[src/design/ita_pkg.sv]
// ita_pkg: shared types and constants for the inertia tensor accumulator
// holds beat structs, field widths and register indexes
// no dependencies

package ita_pkg;

	localparam int PosW   = 20;
	localparam int DW     = PosW + 1;
	localparam int MassW  = 16;
	localparam int MdW    = 38;
	localparam int ProdW  = MdW + DW;
	localparam int SumW   = 64;
	localparam int NumSum = 6;

	localparam int CfgAddrW = 3;
	localparam int CfgDataW = PosW;

	localparam logic [CfgAddrW-1:0] CFG_ORIGIN_X   = 3'd0;
	localparam logic [CfgAddrW-1:0] CFG_ORIGIN_Y   = 3'd1;
	localparam logic [CfgAddrW-1:0] CFG_ORIGIN_Z   = 3'd2;
	localparam logic [CfgAddrW-1:0] CFG_USE_INSIDE = 3'd3;
	localparam logic [CfgAddrW-1:0] CFG_USE_SHELL  = 3'd4;

	typedef struct packed {
		logic signed [PosW-1:0]  pos_x;
		logic signed [PosW-1:0]  pos_y;
		logic signed [PosW-1:0]  pos_z;
		logic        [MassW-1:0] mass;
		logic                    inside_flag;
		logic                    shell_flag;
		logic                    last;
	} pt_beat_t;

	typedef struct packed {
		logic signed [SumW-1:0] ixx;
		logic signed [SumW-1:0] iyy;
		logic signed [SumW-1:0] izz;
		logic signed [SumW-1:0] ixy;
		logic signed [SumW-1:0] ixz;
		logic signed [SumW-1:0] iyz;
	} res_beat_t;

	typedef struct packed {
		logic add;
		logic clear;
	} acc_ctrl_t;

endpackage

[src/design/ita_mul.sv]
// ita_mul: shared signed multiplier for all nine products of one particle
// depends on ita_pkg for operand and product widths

module ita_mul (
	input  logic signed [ita_pkg::MdW-1:0]   a,
	input  logic signed [ita_pkg::DW-1:0]    b,
	output logic signed [ita_pkg::ProdW-1:0] p
);

	logic signed [ita_pkg::ProdW-1:0] a_ext;
	logic signed [ita_pkg::ProdW-1:0] b_ext;

	assign a_ext = ita_pkg::ProdW'(a);
	assign b_ext = ita_pkg::ProdW'(b);
	assign p     = a_ext * b_ext;

endmodule

[src/design/ita_accum.sv]
// ita_accum: bank of six saturating 64-bit tensor sums
// depends on ita_pkg for widths and the control struct

module ita_accum (
	input  logic                             clk,
	input  logic                             arst_n,
	input  ita_pkg::acc_ctrl_t               ctrl,
	input  logic signed [ita_pkg::SumW-1:0]  contrib [ita_pkg::NumSum],
	output logic signed [ita_pkg::SumW-1:0]  sums    [ita_pkg::NumSum]
);

	logic signed [ita_pkg::SumW-1:0] sum_q [ita_pkg::NumSum];

	function automatic logic signed [ita_pkg::SumW-1:0] sat_add(
		input logic signed [ita_pkg::SumW-1:0] x,
		input logic signed [ita_pkg::SumW-1:0] y
	);
		logic signed [ita_pkg::SumW:0]   s;
		logic signed [ita_pkg::SumW-1:0] r;
		s = {x[ita_pkg::SumW-1], x} + {y[ita_pkg::SumW-1], y};
		if (s[ita_pkg::SumW] != s[ita_pkg::SumW-1]) begin
			r = s[ita_pkg::SumW] ? {1'b1, {(ita_pkg::SumW-1){1'b0}}}
			                     : {1'b0, {(ita_pkg::SumW-1){1'b1}}};
		end else begin
			r = s[ita_pkg::SumW-1:0];
		end
		return r;
	endfunction

	always_ff @(posedge clk or negedge arst_n) begin
		if (!arst_n) begin
			for (int k = 0; k < ita_pkg::NumSum; k++) sum_q[k] <= '0;
		end else if (ctrl.clear) begin
			for (int k = 0; k < ita_pkg::NumSum; k++) sum_q[k] <= '0;
		end else if (ctrl.add) begin
			for (int k = 0; k < ita_pkg::NumSum; k++) sum_q[k] <= sat_add(sum_q[k], contrib[k]);
		end
	end

	assign sums = sum_q;

endmodule

[src/design/inertia_tensor_accumulator.sv]
// inertia_tensor_accumulator: top level with sequencer, operand select and result register
// depends on ita_pkg, ita_mul and ita_accum
//
// usage: particles arrive as pt beats (pt_valid/pt_ready); a particle is taken
// when both are high. positions are made relative to the origin registers, and
// the particle adds into the six tensor sums once per enabled matching set.
// a beat with last set pushes the six sums out on the res channel
// (res_valid/res_ready) and clears the sums for the next set.
// the particle rate is set by nine passes through the single shared multiplier,
// two accumulate steps and the idle state in which the beat is taken; a last
// particle also goes through the result step, which can stall on the res channel.
// after the last particle's accept, res_valid rises from the result register once that result step completes.
// the result sits in an output register, so the next particle is taken while
// a result still waits; a second result stalls in its final step until the
// receiver takes the first beat.
// configuration writes (cfg_we, cfg_addr, cfg_data) take effect at once and
// belong only in idle periods; unknown addresses are ignored.
// reset clears the sums, sets the origin to zero, enables the inside set and
// disables the shell set.

module inertia_tensor_accumulator (
	input  logic                           clk,
	input  logic                           arst_n,
	input  logic                           pt_valid,
	output logic                           pt_ready,
	input  ita_pkg::pt_beat_t              pt,
	output logic                           res_valid,
	input  logic                           res_ready,
	output ita_pkg::res_beat_t             res,
	input  logic                           cfg_we,
	input  logic [ita_pkg::CfgAddrW-1:0]   cfg_addr,
	input  logic [ita_pkg::CfgDataW-1:0]   cfg_data
);

	localparam logic [2:0] ST_IDLE = 3'd0;
	localparam logic [2:0] ST_MUL  = 3'd1;
	localparam logic [2:0] ST_ADD1 = 3'd2;
	localparam logic [2:0] ST_ADD2 = 3'd3;
	localparam logic [2:0] ST_FIN  = 3'd4;

	localparam logic [3:0] STEP_MX  = 4'd0;
	localparam logic [3:0] STEP_MY  = 4'd1;
	localparam logic [3:0] STEP_MZ  = 4'd2;
	localparam logic [3:0] STEP_XX  = 4'd3;
	localparam logic [3:0] STEP_YY  = 4'd4;
	localparam logic [3:0] STEP_ZZ  = 4'd5;
	localparam logic [3:0] STEP_XY  = 4'd6;
	localparam logic [3:0] STEP_XZ  = 4'd7;
	localparam logic [3:0] STEP_YZ  = 4'd8;

	localparam int PX = 0;
	localparam int PY = 1;
	localparam int PZ = 2;
	localparam int PXY = 3;
	localparam int PXZ = 4;
	localparam int PYZ = 5;

	logic [2:0] state_q;
	logic [3:0] step_q;

	logic signed [ita_pkg::PosW-1:0] origin_q [3];
	logic                            use_inside_q;
	logic                            use_shell_q;

	logic signed [ita_pkg::DW-1:0]    d_q   [3];
	logic        [ita_pkg::MassW-1:0] mass_q;
	logic                             inside_q;
	logic                             shell_q;
	logic                             last_q;
	logic signed [ita_pkg::MdW-1:0]   md_q  [3];
	logic signed [ita_pkg::ProdW-1:0] prod_q [ita_pkg::NumSum];

	logic signed [ita_pkg::MdW-1:0]   mul_a;
	logic signed [ita_pkg::DW-1:0]    mul_b;
	logic signed [ita_pkg::ProdW-1:0] mul_p;

	ita_pkg::acc_ctrl_t              acc_ctrl;
	logic signed [ita_pkg::SumW-1:0] contrib [ita_pkg::NumSum];
	logic signed [ita_pkg::SumW-1:0] acc_sum [ita_pkg::NumSum];

	ita_pkg::res_beat_t res_q;
	logic               res_valid_q;
	logic               fin_go;

	function automatic logic signed [ita_pkg::SumW-1:0] sx(
		input logic signed [ita_pkg::ProdW-1:0] v
	);
		return {{(ita_pkg::SumW-ita_pkg::ProdW){v[ita_pkg::ProdW-1]}}, v};
	endfunction

	assign pt_ready = (state_q == ST_IDLE);
	assign fin_go   = (state_q == ST_FIN) && (!res_valid_q || res_ready);

	// config registers
	always_ff @(posedge clk or negedge arst_n) begin
		if (!arst_n) begin
			origin_q[0]  <= '0;
			origin_q[1]  <= '0;
			origin_q[2]  <= '0;
			use_inside_q <= 1'b1;
			use_shell_q  <= 1'b0;
		end else if (cfg_we) begin
			case (cfg_addr)
				ita_pkg::CFG_ORIGIN_X:   origin_q[0]  <= cfg_data;
				ita_pkg::CFG_ORIGIN_Y:   origin_q[1]  <= cfg_data;
				ita_pkg::CFG_ORIGIN_Z:   origin_q[2]  <= cfg_data;
				ita_pkg::CFG_USE_INSIDE: use_inside_q <= cfg_data[0];
				ita_pkg::CFG_USE_SHELL:  use_shell_q  <= cfg_data[0];
				default: ;
			endcase
		end
	end

	// operand select for the shared multiplier
	always_comb begin
		mul_a = ita_pkg::MdW'($signed({1'b0, mass_q}));
		mul_b = d_q[0];
		case (step_q)
			STEP_MX: begin mul_a = ita_pkg::MdW'($signed({1'b0, mass_q})); mul_b = d_q[0]; end
			STEP_MY: begin mul_a = ita_pkg::MdW'($signed({1'b0, mass_q})); mul_b = d_q[1]; end
			STEP_MZ: begin mul_a = ita_pkg::MdW'($signed({1'b0, mass_q})); mul_b = d_q[2]; end
			STEP_XX: begin mul_a = md_q[0]; mul_b = d_q[0]; end
			STEP_YY: begin mul_a = md_q[1]; mul_b = d_q[1]; end
			STEP_ZZ: begin mul_a = md_q[2]; mul_b = d_q[2]; end
			STEP_XY: begin mul_a = md_q[0]; mul_b = d_q[1]; end
			STEP_XZ: begin mul_a = md_q[0]; mul_b = d_q[2]; end
			STEP_YZ: begin mul_a = md_q[1]; mul_b = d_q[2]; end
			default: ;
		endcase
	end

	ita_mul u_mul (
		.a (mul_a),
		.b (mul_b),
		.p (mul_p)
	);

	// sequencer
	always_ff @(posedge clk or negedge arst_n) begin
		if (!arst_n) begin
			state_q <= ST_IDLE;
			step_q  <= '0;
		end else begin
			case (state_q)
				ST_IDLE: begin
					if (pt_valid) begin
						state_q <= ST_MUL;
						step_q  <= STEP_MX;
					end
				end
				ST_MUL: begin
					if (step_q == STEP_YZ) begin
						state_q <= ST_ADD1;
					end else begin
						step_q <= step_q + 4'd1;
					end
				end
				ST_ADD1: state_q <= ST_ADD2;
				ST_ADD2: state_q <= last_q ? ST_FIN : ST_IDLE;
				ST_FIN: begin
					if (fin_go) state_q <= ST_IDLE;
				end
				default: state_q <= ST_IDLE;
			endcase
		end
	end

	// particle capture and product registers
	always_ff @(posedge clk) begin
		if (pt_valid && pt_ready) begin
			d_q[0]   <= $signed({pt.pos_x[ita_pkg::PosW-1], pt.pos_x})
			          - $signed({origin_q[0][ita_pkg::PosW-1], origin_q[0]});
			d_q[1]   <= $signed({pt.pos_y[ita_pkg::PosW-1], pt.pos_y})
			          - $signed({origin_q[1][ita_pkg::PosW-1], origin_q[1]});
			d_q[2]   <= $signed({pt.pos_z[ita_pkg::PosW-1], pt.pos_z})
			          - $signed({origin_q[2][ita_pkg::PosW-1], origin_q[2]});
			mass_q   <= pt.mass;
			inside_q <= pt.inside_flag;
			shell_q  <= pt.shell_flag;
			last_q   <= pt.last;
		end
		if (state_q == ST_MUL) begin
			case (step_q)
				STEP_MX: md_q[0]     <= mul_p[ita_pkg::MdW-1:0];
				STEP_MY: md_q[1]     <= mul_p[ita_pkg::MdW-1:0];
				STEP_MZ: md_q[2]     <= mul_p[ita_pkg::MdW-1:0];
				STEP_XX: prod_q[PX]  <= mul_p;
				STEP_YY: prod_q[PY]  <= mul_p;
				STEP_ZZ: prod_q[PZ]  <= mul_p;
				STEP_XY: prod_q[PXY] <= mul_p;
				STEP_XZ: prod_q[PXZ] <= mul_p;
				STEP_YZ: prod_q[PYZ] <= mul_p;
				default: ;
			endcase
		end
	end

	// per-particle contributions
	always_comb begin
		contrib[0] = sx(prod_q[PY]) + sx(prod_q[PZ]);
		contrib[1] = sx(prod_q[PX]) + sx(prod_q[PZ]);
		contrib[2] = sx(prod_q[PX]) + sx(prod_q[PY]);
		contrib[3] = -sx(prod_q[PXY]);
		contrib[4] = -sx(prod_q[PXZ]);
		contrib[5] = -sx(prod_q[PYZ]);
	end

	always_comb begin
		acc_ctrl.add   = ((state_q == ST_ADD1) && use_inside_q && inside_q)
		              || ((state_q == ST_ADD2) && use_shell_q && shell_q);
		acc_ctrl.clear = fin_go;
	end

	ita_accum u_accum (
		.clk     (clk),
		.arst_n  (arst_n),
		.ctrl    (acc_ctrl),
		.contrib (contrib),
		.sums    (acc_sum)
	);

	// result register
	always_ff @(posedge clk or negedge arst_n) begin
		if (!arst_n) begin
			res_valid_q <= 1'b0;
		end else if (fin_go) begin
			res_valid_q <= 1'b1;
		end else if (res_ready) begin
			res_valid_q <= 1'b0;
		end
	end

	always_ff @(posedge clk) begin
		if (fin_go) begin
			res_q.ixx <= acc_sum[0];
			res_q.iyy <= acc_sum[1];
			res_q.izz <= acc_sum[2];
			res_q.ixy <= acc_sum[3];
			res_q.ixz <= acc_sum[4];
			res_q.iyz <= acc_sum[5];
		end
	end

	assign res_valid = res_valid_q;
	assign res       = res_q;

	a_busy_after_accept: assert property (@(posedge clk) disable iff (!arst_n)
		pt_valid && pt_ready |=> !pt_ready)
		else $error("particle accepted while sequencer busy");

	a_step_range: assert property (@(posedge clk) disable iff (!arst_n)
		state_q == ST_MUL |-> step_q <= STEP_YZ)
		else $error("multiply step out of range");

	a_add_clear_excl: assert property (@(posedge clk) disable iff (!arst_n)
		!(acc_ctrl.add && acc_ctrl.clear))
		else $error("sums added and cleared together");

	a_clear_loads_result: assert property (@(posedge clk) disable iff (!arst_n)
		acc_ctrl.clear |=> res_valid_q)
		else $error("sums cleared without a result beat");

	a_fin_only_on_last: assert property (@(posedge clk) disable iff (!arst_n)
		state_q == ST_ADD2 && !last_q |=> state_q == ST_IDLE)
		else $error("result step entered for a non-last particle");

endmodule

[config.mk]
export PLATFORM = sky130hd
export DESIGN_NAME = inertia_tensor_accumulator
export DESIGN_NICKNAME = d
export VERILOG_FILES = /design/src/design/ita_pkg.sv /design/src/design/ita_mul.sv /design/src/design/ita_accum.sv /design/src/design/inertia_tensor_accumulator.sv
export SDC_FILE = /design/constraint.sdc
export NUM_CORES = 2
export LEC_CHECK = 0
export ABC_CLOCK_PERIOD_IN_PS = 10450
export BUFFER_PORTS_ARGS = -buffer_cell sky130_fd_sc_hd__buf_2
export CORE_MARGIN = 3
export CORE_UTILIZATION = 32
export CTS_BUF_LIST = sky130_fd_sc_hd__clkbuf_4 sky130_fd_sc_hd__clkbuf_8 sky130_fd_sc_hd__clkbuf_16
export DETAILED_ROUTE_END_ITERATION = 10
export PLACE_DENSITY_LB_ADDON = 0.3
export SYNTH_ARGS = -nofsm -noshare
export SYNTH_HDL_FRONTEND = slang
export SYNTH_SLANG_ARGS = --single-unit
export TNS_END_PERCENT = 30
[constraint.sdc]
create_clock -name clk -period 10.45 [get_ports clk]
set_input_delay 2.09 -clock clk [delete_from_list [all_inputs] [get_ports clk]]
set_output_delay 2.09 -clock clk [all_outputs]
set_load 0.1 [all_outputs]
==> flow_summary.html <==
<table>
<tr><th>Metric</th><th>Value</th></tr>
<tr><th colspan="2">Run status</th></tr>
<tr><td>Outcome</td><td>finished clean</td></tr>
<tr><th colspan="2">Global routing</th></tr>
<tr><td>Met2 GRT Util</td><td>0.343</td></tr>
<tr><td>Met3 Resource Use GR</td><td>0.0330</td></tr>
<tr><td>Pin count of the biggest net entering global routing</td><td>140</td></tr>
<tr><td>Residual overflow from global routing</td><td>0</td></tr>
<tr><td>Vias in the first global route</td><td>77800</td></tr>
<tr><td>Number of antenna violations at the first check in global routing</td><td>42</td></tr>
<tr><td>First-pass GRT wire length</td><td>524000 um</td></tr>
<tr><td>Global-route layer with the greatest usage</td><td>met2</td></tr>
<tr><td>Met1 usage</td><td>0.295</td></tr>
<tr><td>Overall fraction of global-route tracks in use</td><td>0.216</td></tr>
<tr><th colspan="2">Logic synthesis</th></tr>
<tr><td>Async S/R FF share, synth</td><td>0.327</td></tr>
<tr><td>Number of nets produced by synthesis</td><td>11500</td></tr>
<tr><td>Seq/Total Area, Yosys</td><td>0.386</td></tr>
<tr><td>Mean instance size in the synthesized netlist</td><td>10.4 um^2</td></tr>
<tr><td>Synth warnings</td><td>0</td></tr>
<tr><td>Yosys cell types</td><td>107</td></tr>
<tr><td>Post-Synthesis Cells</td><td>9854</td></tr>
<tr><td>Post-Synthesis Cell Area</td><td>102000 um^2</td></tr>
<tr><td>Count of flip-flops with a built-in enable after synthesis</td><td>934</td></tr>
<tr><td>Cell type contributing the most total cell area after synthesis</td><td>sky130_fd_sc_hd__edfxtp_1</td></tr>
<tr><td>Share of Yosys cell area claimed by the top area cell type</td><td>0.275</td></tr>
<tr><td>Most instantiated flip-flop cell in the synthesis netlist</td><td>sky130_fd_sc_hd__edfxtp_1</td></tr>
<tr><td>Cell types occupying the most area after synthesis</td><td>sky130_fd_sc_hd__edfxtp_1, sky130_fd_sc_hd__fa_1, sky130_fd_sc_hd__dfrtp_1</td></tr>
<tr><td>#FFs+latches synth</td><td>1388</td></tr>
<tr><th colspan="2">Timing</th></tr>
<tr><td>Final Hold Fails</td><td>0</td></tr>
<tr><td>Number of max-slew violations in the final report</td><td>0</td></tr>
<tr><td>Final setup viols</td><td>0</td></tr>
<tr><td>Period minus WS final</td><td>10030 ps</td></tr>
<tr><td>Transition time at the pin with the least slew margin</td><td>1270 ps</td></tr>
<tr><td>Hold slack final</td><td>445 ps</td></tr>
<tr><td>Max frequency</td><td>0.0997 GHz</td></tr>
<tr><td>Worst max-slew margin expressed relative to the limit</td><td>0.152</td></tr>
<tr><td>RSZ-0062 raised after global routing</td><td>no</td></tr>
<tr><td>Part of the cycle the worst path needs</td><td>0.959</td></tr>
<tr><td>Final Skew</td><td>93.8 ps</td></tr>
<tr><th colspan="2">Clock tree</th></tr>
<tr><td>Worst-skew pair later-pin latency</td><td>890 ps</td></tr>
<tr><td>Clock transition at path regs</td><td>60 ps</td></tr>
<tr><td>Max Root-Sink Buffers</td><td>4</td></tr>
<tr><td>Num Clock Sinks</td><td>1388</td></tr>
<tr><td>Clock tree from TritonCTS</td><td>built</td></tr>
<tr><td>Cts hold-fix bufs</td><td>0</td></tr>
<tr><td>Count of H-tree levels built during CTS</td><td>4</td></tr>
<tr><td>Clock root cell</td><td>sky130_fd_sc_hd__clkbuf_16</td></tr>
<tr><td>TritonCTS buffer count</td><td>168</td></tr>
<tr><th colspan="2">Worst hold path</th></tr>
<tr><td>Worst hold-check path type</td><td>reg2reg</td></tr>
<tr><th colspan="2">Setup path</th></tr>
<tr><td>Max FO, Critical Path</td><td>37</td></tr>
<tr><td>CP max stage delay</td><td>560 ps</td></tr>
<tr><td>WP data arrival</td><td>10600 ps</td></tr>
<tr><td>Critical path startpoint category</td><td>flip-flop</td></tr>
<tr><td>Cell at the slowest stage of the critical path</td><td>sky130_fd_sc_hd__o21a_1</td></tr>
<tr><td>Worst Path Class, Setup</td><td>reg2reg</td></tr>
<tr><td>Data required time at the worst endpoint</td><td>11020 ps</td></tr>
<tr><td>Cell repeated most along the worst path</td><td>sky130_fd_sc_hd__fa_1</td></tr>
<tr><td>CP Capture Type</td><td>flip-flop</td></tr>
<tr><th colspan="2">Place</th></tr>
<tr><td>Final HPWL DP</td><td>280000 um</td></tr>
<tr><td>Cell area after placement</td><td>111000 um^2</td></tr>
<tr><td>Routability congestion estimate</td><td>0.979</td></tr>
<tr><td>Buffers on Ports</td><td>492</td></tr>
<tr><th colspan="2">Route</th></tr>
<tr><td>Post-detailed-route wirelength per cell</td><td>24.3 um</td></tr>
<tr><td>Remaining routing DRC violations</td><td>0</td></tr>
<tr><td>Final WL</td><td>357000 um</td></tr>
<tr><td>Count of TritonRoute iterations in the first routing pass</td><td>6</td></tr>
<tr><td>Initial drt markers</td><td>7192</td></tr>
<tr><td>Number of nets with antenna violations after routing</td><td>0</td></tr>
<tr><td>Number of vias in the routed layout</td><td>76700</td></tr>
<tr><td>Avg Vias per Cell</td><td>5.21</td></tr>
<tr><th colspan="2">Cells and area</th></tr>
<tr><td>Highest-count cells in the layout ignoring fill and taps</td><td>sky130_fd_sc_hd__inv_1, sky130_fd_sc_hd__nand2_1, sky130_fd_sc_hd__fa_1</td></tr>
<tr><td>Finished Cell Area</td><td>117000 um^2</td></tr>
<tr><td>Final core area utilization</td><td>0.369</td></tr>
<tr><td>Number of nets in the final layout</td><td>12100</td></tr>
<tr><td>Total of fill cells in the finished design</td><td>31200</td></tr>
<tr><td>Area of the multi-input gates</td><td>56800 um^2</td></tr>
<tr><td>Share of cells above drive strength 1</td><td>0.112</td></tr>
<tr><td>Total area of sequential cells</td><td>39400 um^2</td></tr>
<tr><td>Most frequent standard cell in the layout excluding fill and tap cells</td><td>sky130_fd_sc_hd__inv_1</td></tr>
<tr><td>Layout Area Growth over Synthesis</td><td>14.3%</td></tr>
<tr><th colspan="2">Floorplan</th></tr>
<tr><td>Die outline width</td><td>571 um</td></tr>
<tr><td>Die Y-Extent</td><td>571 um</td></tr>
<tr><td>FP Rows</td><td>206</td></tr>
<tr><td>Starting density of the core</td><td>0.323</td></tr>
<tr><td>Number of I/O pins</td><td>493</td></tr>
<tr><td>Core area</td><td>316000 um^2</td></tr>
<tr><td>Area enclosed by the die boundary</td><td>326000 um^2</td></tr>
<tr><th colspan="2">Job</th></tr>
<tr><td>Max capacitance violation total</td><td>0</td></tr>
</table>
## per-stage QoR
stage	worst slack (ps)	instances	TNS [ps]
floorplan	967	9854	0
finish	425	14700	0
CTS	40.8	14700	0
detailed placement	-108	14400	-650
global placement	94.2	14400	0
global route	11.2	14700	0
## cell type report
| cell class | count | share of cell area |
|---|---|---|
| diodes | 9 | 0.000193 |
| clock buffers | 213 | 0.0400 |
| clock inverters | 96 | 0.00975 |
| inverters | 1269 | 0.0408 |
| multi-input cells | 6835 | 0.487 |
| flip-flops and latches | 1388 | 0.337 |
| well taps | 4160 | 0.0446 |
| repair buffers | 758 | 0.0405 |
## cells in the mapped netlist (all sizes together), types with 292 or more instances
master,instances
inv,1267
nor2,730
o21ai,622
a21o,298
ha,600
clkbuf,319
xnor2,292
dfrtp,453
fa,983
edfxtp,934
a21oi,503
nand2,1259
## cells by family (layout without fill, tap and decap cells)
| logic type | count (synthesis) | count (layout) | share of synthesized area |
|---|---|---|---|
| and+or+nand+nor | 2652 | 2653 | 0.112 |
| buffers and inverters | 1632 | 2336 | 0.0612 |
| muxes | 16 | 16 | 0.00169 |
| AOI/OAI and AO/OA | 2147 | 2147 | 0.136 |
| xor gates and xnor gates | 436 | 436 | 0.0374 |
| DFF | 1388 | 1388 | 0.386 |
| other | 0 | 9 | 0 |
| adders and majority gates | 1583 | 1583 | 0.266 |
## worst paths after layout
check / start / endpoint / slack (ps) / cells after the start
worst max-delay path: step_q[0]$_DFFE_PN0P_ / prod_q[5][52]$_DFFE_PP_ / 420 / 35
worst min-delay path: u_accum.sums[23]$_DFFE_PN0P_ / res[23]$_DFFE_PP_ / 440 / 0
worst max register to register: step_q[0]$_DFFE_PN0P_ / prod_q[5][52]$_DFFE_PP_ / 420 / 35
worst min register to register: u_accum.sums[23]$_DFFE_PN0P_ / res[23]$_DFFE_PP_ / 440 / 0
max in group asynchronous: arst_n / u_accum.sums[356]$_DFFE_PN0P_ / 7060 / 3
min in group asynchronous: arst_n / u_accum.sums[42]$_DFFE_PN0P_ / 1240 / 1
## registers in the layout, summed over array words and instances (netlist names)
signal        count
use_shell_q       1
shell_q           1
mass_q           16
md_q            114
res             384
last_q            1
u_accum.sums    384
inside_q          1
use_inside_q      1
state_q           3
res_valid         1
prod_q          354
d_q              63
origin_q         60
step_q            4
## metal layers
| metal | part of all wire | up-vias |
|---|---|---|
| met3 | 0.072 | 559 |
| met1 | 0.43 | 38600 |
| met5 | 0.000036 | - |
| li1 | - | 34500 |
| met2 | 0.45 | 3046 |
| met4 | 0.047 | 2 |
## worst max-delay path, delay by kind of cell, from the launching register on
| kind | cells | cell delay [ps] |
|---|---|---|
| adder cells (fa/ha/maj) | 9 | 4120 |
| buffers and inverters | 10 | 1430 |
| AND/OR/NAND/NOR | 6 | 1120 |
| flip-flops | 1 | 450 |
| AO/OA/AOI/OAI | 9 | 2190 |
| XOR/XNOR | 1 | 460 |
## timing repair
action,in CTS,in global routing
buffers inserted,0,3
gates resized for setup,2,14
pin swaps,0,2
gates cloned,0,1
setup endpoints to repair,6,54
Power is not shown: default switching activity piles up to over one toggle a cycle in this logic, so the estimate is an artifact.
